===== src/hdl/stpf_pkg.sv =====
// types, codes and constants of the packet descriptor queue
// no dependencies
package stpf_pkg;

  localparam int QUEUE_DEPTH_DEF    = 64;
  localparam int ENTRY_OVERHEAD_DEF = 96;

  localparam int IN_DATA_W  = 136;
  localparam int IN_USER_W  = 3;
  localparam int OUT_DATA_W = 240;
  localparam int OUT_USER_W = 2;

  localparam int RES_FIFO_DEPTH = 4;
  localparam int RES_PTR_W      = $clog2(RES_FIFO_DEPTH);
  localparam int RES_CNT_W      = $clog2(RES_FIFO_DEPTH + 1);

  typedef enum logic [2:0] {
    OP_PUT    = 3'd0,
    OP_MARKER = 3'd1,
    OP_GET    = 3'd2,
    OP_CLEAR  = 3'd3,
    OP_ABORT  = 3'd4,
    OP_START  = 3'd5
  } opcode_t;

  typedef enum logic [1:0] {
    KIND_PUT  = 2'd0,
    KIND_GET  = 2'd1,
    KIND_CTRL = 2'd2
  } kind_t;

  typedef enum logic [1:0] {
    ST_OK      = 2'd0,
    ST_ABORTED = 2'd1,
    ST_EMPTY   = 2'd2,
    ST_FULL    = 2'd3
  } status_t;

  typedef struct packed {
    opcode_t     opcode;
    logic [63:0] descriptor;
    logic [23:0] packet_size;
    logic [31:0] packet_duration;
    logic [7:0]  stream_id;
    logic        wait_if_empty;
  } req_t;

  typedef struct packed {
    logic [63:0] handle;
    logic [23:0] size;
    logic [31:0] duration;
    logic [7:0]  stream;
    logic        marker;
    logic [31:0] epoch;
  } entry_t;

  typedef struct packed {
    kind_t       kind;
    status_t     status;
    logic [63:0] descriptor;
    logic [23:0] size;
    logic [31:0] duration;
    logic [7:0]  stream;
    logic        is_flush;
    logic [31:0] serial;
    logic [6:0]  count;
    logic [30:0] bytes;
    logic [37:0] qtime;
    logic        last;
  } result_t;

  typedef struct packed {
    logic [1:0] num;
    result_t    r0;
    result_t    r1;
  } push_t;

endpackage


===== src/hdl/stpf_result_fifo.sv =====
// small result queue between the operation logic and the output channel
// depends on stpf_pkg
module stpf_result_fifo
  import stpf_pkg::*;
(
  input  logic    clk,
  input  logic    rst_n,
  input  push_t   push,
  output logic    in_ready,
  output logic    out_valid,
  input  logic    out_ready,
  output result_t out_res
);

  result_t              mem_r [RES_FIFO_DEPTH];
  logic [RES_PTR_W-1:0] wr_ptr_r, wr_ptr_nxt;
  logic [RES_PTR_W-1:0] rd_ptr_r, rd_ptr_nxt;
  logic [RES_CNT_W-1:0] cnt_r, cnt_nxt;
  logic                 pop;
  logic [RES_PTR_W-1:0] wr_ptr_p1;

  assign in_ready  = cnt_r <= RES_CNT_W'(RES_FIFO_DEPTH - 2);
  assign out_valid = cnt_r != '0;
  assign out_res   = mem_r[rd_ptr_r];
  assign pop       = out_valid && out_ready;
  assign wr_ptr_p1 = wr_ptr_r + RES_PTR_W'(1);

  always_comb begin
    wr_ptr_nxt = wr_ptr_r + RES_PTR_W'(push.num);
    rd_ptr_nxt = pop ? rd_ptr_r + RES_PTR_W'(1) : rd_ptr_r;
    cnt_nxt    = cnt_r + RES_CNT_W'(push.num) - RES_CNT_W'(pop);
  end

  always_ff @(posedge clk) begin
    if (!rst_n) begin
      wr_ptr_r <= '0;
      rd_ptr_r <= '0;
      cnt_r    <= '0;
    end else begin
      wr_ptr_r <= wr_ptr_nxt;
      rd_ptr_r <= rd_ptr_nxt;
      cnt_r    <= cnt_nxt;
    end
  end

  always_ff @(posedge clk) begin
    if (push.num != 2'd0) begin
      mem_r[wr_ptr_r] <= push.r0;
    end
    if (push.num == 2'd2) begin
      mem_r[wr_ptr_p1] <= push.r1;
    end
  end

endmodule


===== config.mk =====
export PLATFORM = sky130hd
export DESIGN_NAME = stpf_result_fifo
export DESIGN_NICKNAME = d
export VERILOG_FILES = /design/src/hdl/stpf_pkg.sv /design/src/hdl/stpf_result_fifo.sv
export SDC_FILE = /design/constraint.sdc
export NUM_CORES = 1
export LEC_CHECK = 0
export BUFFER_PORTS_ARGS = -buffer_cell sky130_fd_sc_hd__buf_2
export CORE_MARGIN = 4
export CORE_UTILIZATION = 45
export DETAILED_ROUTE_END_ITERATION = 10
export HOLD_SLACK_MARGIN = 0.02
export MAX_ROUTING_LAYER = met4
export PLACE_DENSITY = 0.66
export REMOVE_ABC_BUFFERS = 1
export SYNTH_ARGS = -nofsm -noshare
export SYNTH_HDL_FRONTEND = slang
export SYNTH_SLANG_ARGS = --single-unit

===== constraint.sdc =====
create_clock -name clk -period 33.1 [get_ports clk]
set_input_delay 1.655 -clock clk [delete_from_list [all_inputs] [get_ports clk]]
set_output_delay 1.655 -clock clk [all_outputs]
set_load 0.05 [all_outputs]

; Word-level counts from Yosys, hierarchy flattened
; Memories as Yosys holds them, arrays and structs flattened. A register that Yosys moved wholly into a read port is not among the register bits.
; Index checks and enable logic that the tools add are counted.
[word_totals]
in_bits = 489
ramBits = 968
n_memories = 1
reg_bits = 7
output_inout_bits = 244
wordCells = 20
[classes]
reduce_logical = 3
magnitude_cmp = 1
addsub = 5
eq_ne = 1
muxes = 6
[memory_table]
columns = memory, depth, word_bits, read_ports, rd_ports_with_merged_regs, wr, line_no
row1 = mem_r, 4, 242, 1, 1, 2, stpf_result_fifo.sv:15  ; result_t mem_r [RES_FIFO_DEPTH];
[ops]
columns = cell, n
row1 = $add 2x1->2 const B, 2
row2 = $mux 1, 4
row3 = $mux 2, 2
row4 = $add 3x2->3, 1
row5 = $le 3x2->1 const B, 1
row6 = $reduce_bool 3->1, 1
row7 = $sub 3x1->3, 1
row8 = $add 2x2->2, 1
row9 = $eq 2x2->1 const B, 1
row10 = $reduce_bool 2->1, 1
row11 = $logic_and 1x1->1, 1

; Depth between registers and ports, before layout
; Gate-level depths: netlist of the first run.
[depth]
word_depth = 4
depth_mapped = 7
ltp_nobuf = 7

; Least setup slack after synthesis of the first run
; No wires, ideal clock.
[synth_path]
kind = input to register
from = input port push[485] in the netlist's numbering
to = memory mem_r[0][0] in the netlist's numbering, enable pin
path_buffers = 1
path_slack_ns = 13.203
cell_stages = 3
t_required_ns = 31.921
setup_time_ns = 1.179
arrival_time_ns = 18.718
cell_sequence = buf_4 o21bai_1 o21ai_0
[synth_rtl]
columns = item, line_no
row1 = start: declaration, stpf_result_fifo.sv:8  ; input push_t push,
row2 = end: declaration, stpf_result_fifo.sv:15

==> summary.txt, run 1 <==
Critical path
  • Worst reg-to-reg setup slack: 29,390 ps
  • Worst r2r src: wr_ptr_r[1]
  • Critical Path Start Type: flop
  • FF-to-FF End: mem_r[0][185]
  • Crit Path Class: flop to output port
  • Reg2reg path depth: 5
  • Worst Setup End Kind: output port
  • Crit path max fanout: 41
  • CP arrival: 4170 ps
  • Req. time, crit path: 31,440 ps

CTS
  • Root Buffer: clkbuf_16
  • Num CTS Buffers: 106
  • Worst-path clk slew: 60 ps
  • Setup repair bufs after CTS: 0
  • H-tree levels: 3
  • CTS Buffer Depth: 3
  • CTS sink cnt: 977
  • CTS tree: done
  • Latest clock arrival within the worst-skew pair: 690 ps
  • CTS Hold Bufs: 0
  • Cts repair resizes: 0

Synth
  • Asr flop ratio synth: 0%
  • Largest family of logic cells by synthesized area: multiplexers
  • Most used DFF post-synth: edfxtp_1
  • YS warnings: 0
  • Compound-cell area share of the yosys netlist: 0.0904%
  • Mux share of post-synthesis cell area: 34.8%
  • Netlist cell types: 31
  • Post-synthesis cell count: 2,390
  • Synthesized area per cell: 19.7 µm²
  • Post-Synth Adder-Cell Area: 0.149%
  • Post-Synth Simple-Gate Area: 0.223%
  • Seq/Total Area, Yosys: 62.1%
  • Post-synth EDFFs: 968
  • Post-synthesis share of cell area spent on xor and xnor gates: 0.0957%
  • Post-synthesis register bit count: 977
  • Netlist Area Pre-Place: 47,100 µm²

Drt
  • Vias after detailed routing: 26,130
  • DRT antenna net count: 0
  • DR iter-0 viols: 1,641
  • Remaining DRCs: 0
  • Routed len/inst: 27.0 µm
  • Vias/cell: 5.63
  • Pre-Repair DR Iteration Count: 7
  • Final WL: 125,000 µm

Timing
  • Slew headroom: 18.2%
  • Max-slew violation count: 0
  • Final period util: 17.6%
  • Setup violations, final: 0
  • RSZ-0062 raised after global routing: false
  • Fin crit period: 5820 ps
  • Slew @ Worst Pin: 1220 ps
  • Clock skew: 19.7 ps
  • PnR worst setup slack: 27,280 ps
  • Hold violation count in the final report: 0
  • Maximum clock rate: 172 MHz

Place
  • Post-DP HPWL: 78,200 µm
  • Setup Slack @ Placement: 27,790 ps
  • RePlAce Congestion: 0.822
  • Area post-placement: 51,700 µm²
  • Port Buffers: 732

Global route
  • Total grt overflow: 0
  • Initial antenna violation count: 87
  • Largest net degree at the start of global routing: 140
  • Gr usage total: 22.8%
  • First-pass GRT wire length: 183,000 µm
  • Vias in the first global route: 28,155

Final layout
  • Layout cells sized above 1: 50.3%
  • Register area: 29,300 µm²
  • Multi-input logic area: 16,700 µm²
  • Area grow syn2layout: 17.3%
  • Commonest non-fill, non-tap cell in the layout: edfxtp_1
  • FILL cells: 8,372
  • Design Area, Final: 55,200 µm²
  • Most frequent cells in the layout: 968 x edfxtp_1, 732 x buf_2, 519 x mux2_1
  • Final net count: 3,594

Floorplanning
  • Row cnt: 118
  • Die height: 331 µm
  • Total core area: 104,000 µm²
  • Starting density of the core: 45.4%
  • Die Footprint: 110,000 µm²
  • Ports: 733
  • Die Wd: 331 µm

Power
  • LEAKAGE: 19.1 nW
  • Pwr dens: 69.3 nW/µm²
  • Peak VDD IR: 0.0640 mV

Hold path
  • Hold crit path type: flop to flop
  • HP Start: rd_ptr_r[1]
  • WHS Path Cells: 2

Outcome
  • Outcome: finished clean

Run
  • Max-Cap Viols: 0
## metrics by stage
| stage | power, mW | setup TNS, ps | hold slack, ps | std cells | util (%) |
|---|---|---|---|---|---|
| 6_report | 3.83 | 0 | 490 | 4644 | 53.3 |
| 5_1_grt | 3.97 | 0 | 520 | 4637 | 53.3 |
| 3_5_place_dp | 2.74 | 0 | 470 | 4372 | 49.9 |
| 2_1_floorplan | 2.57 | -2860970 | 449 | 2227 | - |
| 3_3_place_gp | 2.72 | 0 | 465 | 4372 | 49.9 |
| 4_1_cts | 3.87 | 0 | 482 | 4556 | 53.1 |
## critical path, cell delays in order (launching register included)
cell and delay [ps]:
dfxtp_4 900, buf_4 840, buf_4 790, mux4_2 620, buf_2 230
## synth_stat cells (4+ instances only)
cell / count / area [µm²]
mux2_1: 519 / 5840
inv_1: 7 / 26.3
dfxtp_1: 9 / 180
edfxtp_1: 968 / 29100
ha_1: 4 / 50.1
mux2_2: 449 / 5060
mux2i_1: 4 / 40.0
clkbuf_1: 14 / 52.6
buf_4: 8 / 60.1
mux4_2: 242 / 5450
buf_2: 79 / 395
buf_6: 50 / 563
buf_1: 10 / 37.5
## cell type report
class                      count  area share [%]
antenna                       88           0.399
clock buffer                 136            5.16
clock inverter                48           0.739
inverter                       7          0.0476
multi-input combinational   1243            30.3
sequential                   977            53.0
tap                         1380            3.13
timing repair buffer         765            7.29
## report_power, final
part	switching (mW)	internal (mW)	leakage [nW]
Clock	0.475	0.656	1.58
Sequential	0.0453	1.52	9.16
Combinational	0.767	0.361	8.32
## routing by layer
layer  track usage [%]  wire length [µm]  vias to the layer above  part of all wire (%)
met1              25.9             47100                    13597                    38
met5                 -                 0                        -                     0
met2              37.9             64800                      871                    52
met4              10.4              4570                        0                   3.7
met3              6.00              8770                      211                   7.0
li1                  -                 -                    11451                     -
## worst max-delay path by stage
| stage | startpoint | end | slack, ps | cells past startpoint |
|---|---|---|---|---|
| finish | flop | out_res[175] | 27280 | 4 |
| global route | flop | out_res[175] | 26880 | 4 |
| CTS | flop | out_res[130] | 27050 | 4 |
| detailed placement | flop | out_res[130] | 27790 | 4 |
| global placement | flop | out_res[130] | 27820 | 4 |
| floorplan | push[485] | mem_r[0][0] | -11820 | 2 |
## cell families after synthesis
kind of cell | count (synthesis)
buf+inv | 170
fa+ha+maj | 5
flops | 977
compound gates | 6
simple gates | 16
xor+xnor | 2
mux | 1214
## sequential cells by signal, indices dropped and copies added (netlist names), named ones only
register	cells
mem_r	968
cnt_r	3
wr_ptr_r	2
rd_ptr_r	2
No activity file was read; power rests on OpenSTA's default activity.
==> run 2, diff against run 1 <==
- PLACE_DENSITY: 0.66 -> 0.68
- clock period: 33.1 -> 5.2 ns (I/O delays scaled with it)
==> run 2 against run 1 <==
Combinational power increased to 6.9 times the previous value. Cell count increased by 15%. Register-to-register slack got worse by 28000 ps. Cell area increased by 13%. Clock skew decreased by 4.3 ps. Worst setup slack got worse by 26000 ps. Critical path type is now flop to flop.
==> summary.txt, run 2 (synthesis gave the netlist of run 1 again) <==
Critical path
  • Reg2reg path depth: 5 (unchanged)
  • Worst r2r src: wr_ptr_r[1]
  • Crit Path Class: flop to flop
  • Crit path to: mem_r[1][204]
  • Crit path cell chain: nor4b_2 -> buf_12 -> buf_4 -> mux2_1 -> dlygate4sd3_1
  • First element of the critical path: wr_ptr_r[1]
  • Critical-path cell with the highest stage delay: nor4b_2
  • Critical Path Start Type: flop
  • Crit-path leading delay family: buffers and inverters
  • Req. time, crit path: 5620 ps (-25,820 ps)
  • Worst path depth: 5 (+1)
  • Worst Setup End Kind: flop
  • CP arrival: 3870 ps (-300 ps)
  • FF-to-FF End: mem_r[1][204]
  • Buffer and inverter count on the worst path: 3 (unchanged)
  • Worst reg-to-reg setup slack: 1750 ps (-27,640 ps)
  • Crit path max fanout: 95 (+130%)
  • Slowest stage delay, CP: 620 ps (-280 ps)

Drt
  • Vias after detailed routing: 29,504 (+13%)
  • DR iter-0 viols: 1,869 (+14%)
  • Pre-Repair DR Iteration Count: 7 (unchanged)
  • Remaining DRCs: 0 (unchanged)
  • Vias/cell: 5.52 (-1.9%)
  • DRT antenna net count: 0 (unchanged)
  • Routed len/inst: 24.5 µm (-9.2%)
  • Final WL: 131,000 µm (+4.5%)

CTS
  • Setup repair bufs after CTS: 0 (unchanged)
  • Latest clock arrival within the worst-skew pair: 680 ps (about the same)
  • Num CTS Buffers: 105 (-0.94%)
  • CTS Hold Bufs: 730 (+730)
  • Cts repair resizes: 0 (unchanged)
  • Root Buffer: clkbuf_16
  • CTS tree: done
  • H-tree levels: 3 (unchanged)
  • CTS Buffer Depth: 3 (unchanged)
  • Worst-path clk slew: 60 ps (about the same)
  • CTS sink cnt: 977 (unchanged)

Timing
  • Hold WS: 169 ps (-320 ps)
  • Maximum clock rate: 290 MHz
  • Max-slew violation count: 0 (unchanged)
  • Clock skew: 15.4 ps (-4.26 ps)
  • Final period util: 66.4%
  • Hold violation count in the final report: 0 (unchanged)
  • Setup TNS Final: 0 ps (unchanged)
  • Setup violations, final: 0 (unchanged)
  • Slew @ Worst Pin: 1170 ps (-48.1 ps)
  • Fin crit period: 3450 ps
  • RSZ-0062 raised after global routing: false
  • Slew headroom: 21.7% (+3.5 points)

Global route
  • Initial antenna violation count: 31 (-64%)
  • First-pass GRT wire length: 200,000 µm (+9.0%)
  • Largest net degree at the start of global routing: 130 (-7.1%)
  • Total grt overflow: 0 (unchanged)
  • Vias in the first global route: 33,036 (+17%)
  • Gr usage total: 24.1% (+1.3 points)

Final layout
  • Design Area, Final: 62,600 µm² (+13%)
  • Most frequent cells in the layout: 968 x edfxtp_1, 732 x buf_2, 730 x dlygate4sd3_1
  • Commonest non-fill, non-tap cell in the layout: edfxtp_1
  • Biggest registers after layout: mem_r (968), cnt_r (3)
  • Final net count: 4,335 (+21%)
  • Biggest register: mem_r
  • Layout cells sized above 1: 41.1% (-9.2 points)
  • Largest register FFs: 968 (unchanged)
  • Area grow syn2layout: 33.1%

Hold path
  • Hold crit path type: input port to flop

Floorplanning
  • Ports: 733 (unchanged)
  • Starting density of the core: 45.4% (unchanged)
  • Die height: 331 µm (unchanged)
  • Die Wd: 331 µm (unchanged)
  • Total core area: 104,000 µm² (unchanged)
  • Row cnt: 118 (unchanged)
  • Die Footprint: 110,000 µm² (unchanged)

Run
  • Max-Cap Viols: 0 (unchanged)

Power
  • Peak VDD IR: 0.328 mV (+410%)
  • Pwr dens: 398 nW/µm² (+470%)
  • Comb pwr share: 31.4% (+1.9 points)
  • Sequential fraction of design power: 40.0% (-1.0 points)
  • Internal power component: 16.5 mW (+550%)
  • Clk pwr share: 28.6% (-1.0 points)
  • LEAKAGE: 22.2 nW (+17%)
  • Net Sw Power: 8.44 mW (+560%)
  • Sw Share: 33.9% (+0.24 points)
  • Pwr Total: 24.9 mW (+550%)

Place
  • Area post-placement: 52,000 µm² (+0.49%)
  • Post-DP HPWL: 76,200 µm (-2.6%)
  • RePlAce Congestion: 0.795 (-3.4%)
  • Port Buffers: 732 (unchanged)

Outcome
  • Outcome: finished clean
run 2: worst min path at each step:
stage,end,start,depth (start not counted)
floorplan,cnt_r[0],rst_n,1
global placement,flop,rd_ptr_r[1],2
detailed placement,flop,rd_ptr_r[1],2
CTS,cnt_r[2],push[485],5
global route,cnt_r[2],push[485],5
finish,cnt_r[2],push[485],5
run 2: layer usage:
layer | global-route usage, % | vias up | share of wire (%)
met5 | - | - | 0
met4 | 8.36 | 0 | 3.8
li1 | - | 12892 | -
met3 | 4.61 | 279 | 6.0
met1 | 28.3 | 15243 | 38
met2 | 41.8 | 1090 | 52
run 2: worst register-to-register path: stages, from the launching register on:
cell           delay, ps
dfxtp_1              430
nor4b_2              620
buf_12               450
buf_4                770
mux2_1               370
dlygate4sd3_1        550
run 2: layout make-up:
type                       count  area, µm²
clock inverter                59        453
fill                        7566      41000
inverter                       7       26.3
clock buffer                 137       2790
timing repair buffer        1507      11600
tap                         1380       1730
sequential                   977      29300
multi-input combinational   1243      16700
antenna                       37       92.6
run 2: power groups by stage:
stage,clock [mW],combinational (mW),sequential [mW]
2_1_floorplan,0,5.19,10.7
3_3_place_gp,0,7.27,10.1
3_5_place_dp,0,7.33,10.1
4_1_cts,7.25,7.87,9.97
5_1_grt,7.58,8.17,10.0
6_report,7.13,7.83,9.96
run 2: through the flow:
stage	setup WS, ps	cells	util (%)
after global routing	1650	5342	60.4
final	1750	5347	60.4
after CTS	1740	5310	60.4
after floorplan	-38450	2227	-
after detailed placement	2350	4384	50.2
after global placement	2470	4384	50.2
